## config.mk

```make
export PLATFORM = sky130hd
export DESIGN_NAME = hsort_cell
export DESIGN_NICKNAME = d
export VERILOG_FILES = /design/src/rtl/hsort_pkg.sv /design/src/rtl/hsort_cell.sv
export SDC_FILE = /design/constraint.sdc
export NUM_CORES = 1
export LEC_CHECK = 0
export BUFFER_PORTS_ARGS = -buffer_cell sky130_fd_sc_hd__buf_2
export CAP_MARGIN = 20
export CORE_AREA = 2 2 77 79
export CTS_BUF_LIST = sky130_fd_sc_hd__clkbuf_8
export DETAILED_ROUTE_END_ITERATION = 6
export DIE_AREA = 0 0 79 81
export PLACE_DENSITY = 0.81
export SLEW_MARGIN = 20
export SYNTH_ARGS = -nofsm -noshare
export SYNTH_HDL_FRONTEND = slang
export SYNTH_SLANG_ARGS = --single-unit
```

## constraint.sdc

```tcl
create_clock -name clock -period 3.3 [get_ports clock]
set_input_delay 0.165 -clock clock [delete_from_list [all_inputs] [get_ports clock]]
set_output_delay 0.165 -clock clock [all_outputs]
set_load 0.03 [all_outputs]
```

## src/rtl/hsort_pkg.sv

```systemverilog
// ---------------------------------------------------------------------------
// hsort_pkg
// Shared types and constants for the heap sort engine and its sorting cells.
// ---------------------------------------------------------------------------
package hsort_pkg;

   // Element width and default number of cells.
   localparam int HSORT_DATA_W   = 32;
   localparam int HSORT_CAPACITY = 64;

   // Command broadcast from the controller to every cell of the chain.
   typedef struct packed {
      logic                            load;   // insert value this cycle
      logic                            shift;  // move every entry one cell down
      logic signed [HSORT_DATA_W-1:0]  value;  // element being inserted
   } hsort_ctrl_type;

endpackage

```

## src/rtl/hsort_cell.sv

```systemverilog
// ---------------------------------------------------------------------------
// hsort_cell
// One cell of the sorting chain. It holds one element and a valid bit and
// takes part in ordered insertion and in the drain shift toward cell zero.
// ---------------------------------------------------------------------------
module hsort_cell
   import hsort_pkg::*;
(
   input  logic                           clock,
   input  logic                           reset,
   input  hsort_ctrl_type                 ctrl,
   // Neighbor on the low side (smaller elements).
   input  logic                           prev_le,
   input  logic                           prev_valid,
   input  logic signed [HSORT_DATA_W-1:0] prev_value,
   // Neighbor on the high side (larger elements).
   input  logic                           next_valid,
   input  logic signed [HSORT_DATA_W-1:0] next_value,
   // Own contents.
   output logic                           cell_le,
   output logic                           cell_valid,
   output logic signed [HSORT_DATA_W-1:0] cell_value
);

   logic                           valid_ff, valid_in;
   logic signed [HSORT_DATA_W-1:0] value_ff, value_in;

   // The stored element stays in place when it is not larger than the new one.
   assign cell_le    = valid_ff && (value_ff <= ctrl.value);
   assign cell_valid = valid_ff;
   assign cell_value = value_ff;

   // On insertion the first cell that is not kept takes the new element and
   // every cell above it takes its low neighbor's element. On a drain
   // transfer every cell takes its high neighbor's element.
   always_comb begin
      valid_in = valid_ff;
      value_in = value_ff;
      if (ctrl.load) begin
         valid_in = valid_ff | prev_valid;
         if (!cell_le) begin
            value_in = prev_le ? ctrl.value : prev_value;
         end
      end else if (ctrl.shift) begin
         valid_in = next_valid;
         value_in = next_value;
      end
   end

   always_ff @(posedge clock) begin
      if (reset) begin
         valid_ff <= 1'b0;
      end else begin
         valid_ff <= valid_in;
      end
   end

   always_ff @(posedge clock) begin
      value_ff <= value_in;
   end

endmodule

```

Word level (Yosys, flattened, before mapping)
Cells that the tools add are included.

Logic and storage cells: 14. Output and inout port bits: 34. Input bits: 103. Bits in registers: 33.

$lt $le $gt $ge: 1. Reductions and logical operators: 3. Eq/ne operators: 1. Multiplexer cells: 6. Bitwise gates (word level): 1.

Operators with widths (count): 32-bit two-way mux (4); 32-bit less-or-equal comparator (1); 1-bit two-way mux (2); 2-bit inequality test, second input constant (1); 2-bit AND reduction (1); 2-bit nonzero test (1); 1-bit logical AND (1); 1-bit OR (1).

Longest topological paths before layout
Gate-level depths: netlist of run 1.

Depth after elaboration: 4. Gate-level depth with buffers: 7. Gate-level depth less buffers: 7.

Worst setup path after synthesis of run 1
OpenSTA, ideal clock, no wires.

Path type: register to register. Start point: reg value_ff[14], in the netlist cell_value[14]. End point: reg value_ff[0], in the netlist cell_value[0] (enable). Stages on the path, launching flop included: 6. Data arrival time: 2.460 ns. Slack: 0.446 ns. Library setup time: 0.394 ns. Data required time: 2.906 ns. Period minus slack after synthesis: 2.854 ns. Cell sequence: edfxtp_1 ha_1 nand4_1 a2111oi_0 o31a_1 o31a_1.

Word-level cells in the longest chain between the ends: 4.

Ends and longest elaborated chain: from (decl) (RTL line hsort_cell.sv:26) `logic signed [HSORT_DATA_W-1:0] value_ff, value_in;`; from (signal assigned) (RTL line hsort_cell.sv:59) `value_ff <= value_in;`; 32-bit less-or-equal comparator (RTL line hsort_cell.sv:29) `assign cell_le = valid_ff && (value_ff <= ctrl.value);`; 1-bit logical AND (RTL line hsort_cell.sv:29); 2-bit inequality test (no source line); 2-bit AND reduction (no source line).

No other way between the ends. A chain may end at the register's enable or synchronous reset.

Worst setup path after layout of run 1
Start point: reg value_ff[14], in the netlist cell_value[14]. End point: reg value_ff[25], in the netlist cell_value[25] (enable).

Same word-level chain as after synthesis.

==> results.ini, run 1 <==
[clock_tree]
htree_levels=2
cts-root-buf=clkbuf_8
cts_resized=0
cts_tree=done
clock_latency_ps=280
post_cts_buffers=0
cts_hold_buffers=0
clk_pin_slew_ps=60
cts_sinks=33
cts_made_buffers=5
cts_buffer_depth=2

[yosys]
synthesis.area_um2=2500
synth_compound_area_frac=0.136
avgSynthCellArea_um2=9.46
syn_nets=399
seq_area_frac_synth=0.393
synth_edf_count=32
yosysTopAreaCell=edfxtp_1
async_flop_share=0
syn-instance-count=264
synth_area_leaders=edfxtp_1 (38%), ha_1 (16%), mux2i_1 (13%), a21oi_1 (9.2%), nor2_1 (5.1%)
synth-xor-area-share=0
synth_top_family_by_area=adder cells
muxShareOfSynthArea=0.132
yosys.area_share.simple=0.109
yosysWarningCount=0
synthAdderAreaFrac=0.160
yosysTopAreaCellShare=0.385
ys_ff_latch=33
synth_ff_type=edfxtp_1
synth_cell_types=28

[global_routing]
grt_pass1_vias=2191
grt_usage=0.198
gr-total-overflow=0
grt_first_pass_wirelength_um=9880
grtUsageMet2=0.346
grt_max_degree=67
grt_use_met3=0.0489
use_met1=0.243
antenna_found_initial=0
grt.busiest_layer=met2

[detailed_routing]
drc=0
num_vias=2379
dr.pass1.iters=4
vias_per_cell=5.04
wl_per_cell_um=13.3
routed_wl_um=6300
final_antenna_net_count=0
dr.first_iter.drc_count=85

[timing]
maxSlewHeadroom=0.363
hold_viol=0
final.period_utilization=0.801
slew_violations=0
worstMarginPinSlew_ps=956
fin_skew_ps=8.97
rsz0062_at_grt=false
fin_setup_tns_ps=0
worst_hold_slack_ps=53.9
setup_viol=0
max_freq_mhz=378
period_needed_ps=2640

[setup_path]
cp_max_fo=32
crit_type=reg -> reg
arrival_ps=2550
start_kind=flip-flop
required_ps=3200
endpoint_kind=flip-flop

[placement]
dpl.hpwl_um=5070
io_buffer_count=136
gp_congestion=0.760

[die]
die-area_um2=6400
rows=28
die_width_um=79
initial_core_util=0.440
die_h_um=81
ios=137
coreArea_um2=5680

[layout]
syn_to_final_growth_pct=32.7
antenna_cells=0
nNetsFinal=531
fillCellCount=529
final_layout_size_suffix_gt1_frac=0.363

[min_path]
min_path_type=in -> reg

[outcome]
outcome=completed

[pwr]
vdd_drop_max_mv=0.213
power_density_nw_per_um2=377
p_total_uw=1250
leakagePower_uw=0.00172

[flow_run]
drv_cap=0

-- cell type report --
cell class / instances / area, um^2 / share of cell area
Clock buffer: 5 / 68.8 / 0.0208
Clock inverter: 3 / 12.5 / 0.00378
Inverter: 33 / 124 / 0.0374
Multi-Input combinational cell: 186 / 1340 / 0.406
Sequential cell: 33 / 981 / 0.296
Tap cell: 75 / 93.8 / 0.0283
Timing Repair Buffer: 137 / 688 / 0.208
-- registers in the layout (all words and copies together) (netlist names) --
register,count
cell_value,32
cell_valid,1
-- per-stage QoR --
step / utilization / setup WS [ps] / cells / instance area [um^2]
floorplan: - / 446 / 264 / 2500
global placement: 0.569 / 756 / 464 / 3230
detailed placement: 0.569 / 654 / 464 / 3230
CTS: 0.584 / 634 / 472 / 3310
global route: 0.584 / 490 / 472 / 3310
finish: 0.584 / 656 / 472 / 3310
-- cell usage in the layout (no fill, tap or decap) --
cell,Yosys,final
buf_2,3,136
clkbuf_8,0,5
ha_1,32,32
buf_4,0,1
nor3b_1,1,1
edfxtp_1,32,32
a221o_1,1,1
o31a_1,2,1
nand3_1,3,3
o22a_1,1,1
nand2b_1,2,2
o21ai_0,4,4
dfxtp_1,1,1
o22ai_1,1,1
a21o_1,2,2
inv_1,33,35
nor3_1,1,1
nand4_1,9,9
mux2i_1,33,33
nor2b_1,2,2
a221oi_1,1,1
nand2_1,6,6
o31a_2,0,1
a2111oi_0,1,1
a21oi_1,46,46
nor2_1,34,34
nor4_1,2,2
o211ai_1,1,1
clkinv_2,0,1
a211oi_1,1,1
-- final timing paths --
path	endpoint	cells after the start	from	slack [ps]
setup reg to reg	cell_value[25]	5	cell_value[14]	660
setup / recovery	cell_value[25]	5	cell_value[14]	660
hold reg to reg	cell_valid	2	cell_valid	600
hold / removal	cell_valid	2	reset	50
-- power by group --
group	leakage, uW	switching (uW)	internal, uW
combinational	0.00135	259	165
sequential	0.000326	22.9	516
clock	0.0000505	142	142
total	0.00172	424	823
-- cells in the mapped netlist, drive strengths merged (2+ instances only) --
master  count
a21oi      46
nor2       34
inv        33
mux2i      33
edfxtp     32
ha         32
nand4       9
clkbuf      7
nand2       6
buf         5
o21ai       4
nand3       3
a21o        2
nand2b      2
nor2b       2
nor4        2
o31a        2
-- worst max-delay path: stages (launching register included) --
cell and delay, ps:
edfxtp_1 390, ha_1 330, nand4_1 180, a2111oi_0 450
o31a_1 220, o31a_2 690
-- kinds of logic (layout without fill, tap and decap cells) --
logic type | Yosys count | count (layout)
AO/OA/AOI/OAI | 61 | 61
adder cells (fa/ha/maj) | 32 | 32
buffers and inverters | 45 | 178
flip-flops | 33 | 33
multiplexers | 33 | 33
AND/OR/NAND/NOR | 60 | 60
-- routing by layer --
| layer | part of all wire | up-vias | wire [um] |
|---|---|---|---|
| met1 | 0.43 | 1069 | 2690 |
| li1 | - | 1220 | - |
| met2 | 0.49 | 86 | 3060 |
| met3 | 0.076 | 4 | 478 |
| met4 | 0.011 | 0 | 67 |
| met5 | 0 | - | 0 |
(Power assumes the default switching activity.)
==> run 2, diff against run 1 <==
--- a/config.mk
+++ b/config.mk
@@ -7,11 +7,11 @@
 export LEC_CHECK = 0
 export BUFFER_PORTS_ARGS = -buffer_cell sky130_fd_sc_hd__buf_2
 export CAP_MARGIN = 20
-export CORE_AREA = 2 2 77 79
+export CORE_AREA = 2 2 81 83
 export CTS_BUF_LIST = sky130_fd_sc_hd__clkbuf_8
 export DETAILED_ROUTE_END_ITERATION = 6
-export DIE_AREA = 0 0 79 81
-export PLACE_DENSITY = 0.81
+export DIE_AREA = 0 0 83 85
+export PLACE_DENSITY = 0.77
 export SLEW_MARGIN = 20
 export SYNTH_ARGS = -nofsm -noshare
 export SYNTH_HDL_FRONTEND = slang
==> constraint.sdc (replaced) <==
create_clock -name clock -period 2.25 [get_ports clock]
set_input_delay 0.1125 -clock clock [delete_from_list [all_inputs] [get_ports clock]]
set_output_delay 0.1125 -clock clock [all_outputs]
set_load 0.03 [all_outputs]
==> run 2 against run 1 <==
Against the previous run:
- the run now ends with negative setup slack left
- setup slack got worse by 760 ps
- clock skew fell by 6.3 ps
- clock-buffer cell count rose by 1
- sequential power rose by 48%
- power rose by 58%
- routed wire length rose by 13%
- first-iteration DRC count fell by 15%
- largest power group unchanged
==> results.ini, run 2 (same netlist as run 1, synthesis figures left out) <==
[timing]
final.period_utilization=1.05
max_freq_mhz=424
hold_viol=0
fin_skew_ps=2.68
maxSlewHeadroom=0.658
period_needed_ps=2360
slew_violations=0
worst_hold_slack_ps=149
rsz0062_at_grt=true
setup_viol=33
worst_slack_ps=-108
worstMarginPinSlew_ps=512

[die]
initial_core_util=0.402
die_width_um=83
die-area_um2=7060
die_h_um=85
rows=29
coreArea_um2=6200
ios=137

[clock_tree]
cts_sinks=33
htree_levels=2
clk_pin_slew_ps=70
clock_latency_ps=280
cts_buffer_depth=2
cts-root-buf=clkbuf_8
cts_made_buffers=5
cts_tree=done

[setup_path]
cp_max_fo=4
r2r_slack_ps=-110
crit_type=reg -> out
required_ps=2140
start_kind=flip-flop
endpoint_kind=output pin
arrival_ps=2250

[layout]
final_area_um2=3640
antenna_cells=0
final_layout_size_suffix_gt1_frac=0.430
layout.cells.most_common=buf_2
syn_to_final_growth_pct=45.9
layout_common_cells=buf_2 (135), a21oi_1 (42), inv_1 (35)
largest_reg_flops=32
nNetsFinal=546

[detailed_routing]
vias_per_cell=5.13
wl_per_cell_um=14.6
top_layer=met4
wl_met3_um=470
dr.first_iter.drc_count=72
drc=0
routed_wl_um=7140
final_antenna_net_count=0
dr.pass1.iters=4
num_vias=2509
routedLengthMet1_um=2960
met2_length_um=3590

[pwr]
power_density_nw_per_um2=542
vdd_drop_max_mv=0.347
leakagePower_uw=0.00182

[global_routing]
grt_usage=0.203
grt_pass1_vias=2594
antenna_found_initial=0
grt_first_pass_wirelength_um=11600
grt_max_degree=43
gr-total-overflow=0

[placement]
dpl.hpwl_um=5520
pre_cts_slack_ps=-118
io_buffer_count=136
place_area_um2=3360
gp_congestion=0.827

[flow_run]
drv_cap=0

[min_path]
min_path_type=in -> reg

[outcome]
outcome=finished with violations
violations=negative setup slack

## run 2: area by class of cell
cell class                 instances  area [um^2]
inverter                          33          124
fill                             533         2560
clock buffer                       6         82.6
timing repair buffer             150          807
multi-input combinational        188         1540
clock inverter                     2         7.51
sequential                        33          981
tap                               77         96.3
## run 2: repair_timing
action,CTS,global route
hold buffers,1,0
cloned,2,0
setup buffers,3,0
setup endpoints to repair,33,33
pin swaps,3,8
hold endpoints to repair,1,0
resized for setup,13,10
## run 2: through the flow
stage | util | cells | total power (uW) | TNS [ps]
after floorplan | - | 264 | 1210 | -2070
after global placement | 0.541 | 475 | 1450 | -1020
after detailed placement | 0.541 | 475 | 1470 | -3770
after CTS | 0.578 | 489 | 1960 | -867
after global routing | 0.587 | 489 | 2080 | -5430
final | 0.587 | 489 | 1970 | -2810
## run 2: path summary, 6_finish.rpt
| kind | end | startpoint | depth (start not counted) |
|---|---|---|---|
| worst max-delay path | cell_le | cell_value[30] | 7 |
| worst min-delay path | cell_value[17] | next_value[17] | 3 |
| worst max register to register | cell_value[9] | cell_value[7] | 7 |
| worst min register to register | cell_valid | cell_valid | 2 |
## run 2: where the power goes
group / leakage, uW / total [uW] / internal, uW / switching [uW]
clock network: 0.0000538 / 449 / 240 / 209
logic: 0.00144 / 725 / 306 / 419
registers: 0.000326 / 800 / 757 / 42.8
total: 0.00182 / 1970 / 1300 / 671
## run 2: worst max-delay path, stage by stage (launching register included)
cell and delay [ps]:
edfxtp_1 450, ha_4 310, nand4_1 190, nor4_1 340, buf_4 170, o31a_1 220
o22ai_1 100, buf_4 180
## run 2: routing by layer
layer,track usage,vias to the layer above
li1,-,1253
met1,0.240,1147
met2,0.363,98
met3,0.0486,11
met4,0.0641,0
met5,0,-
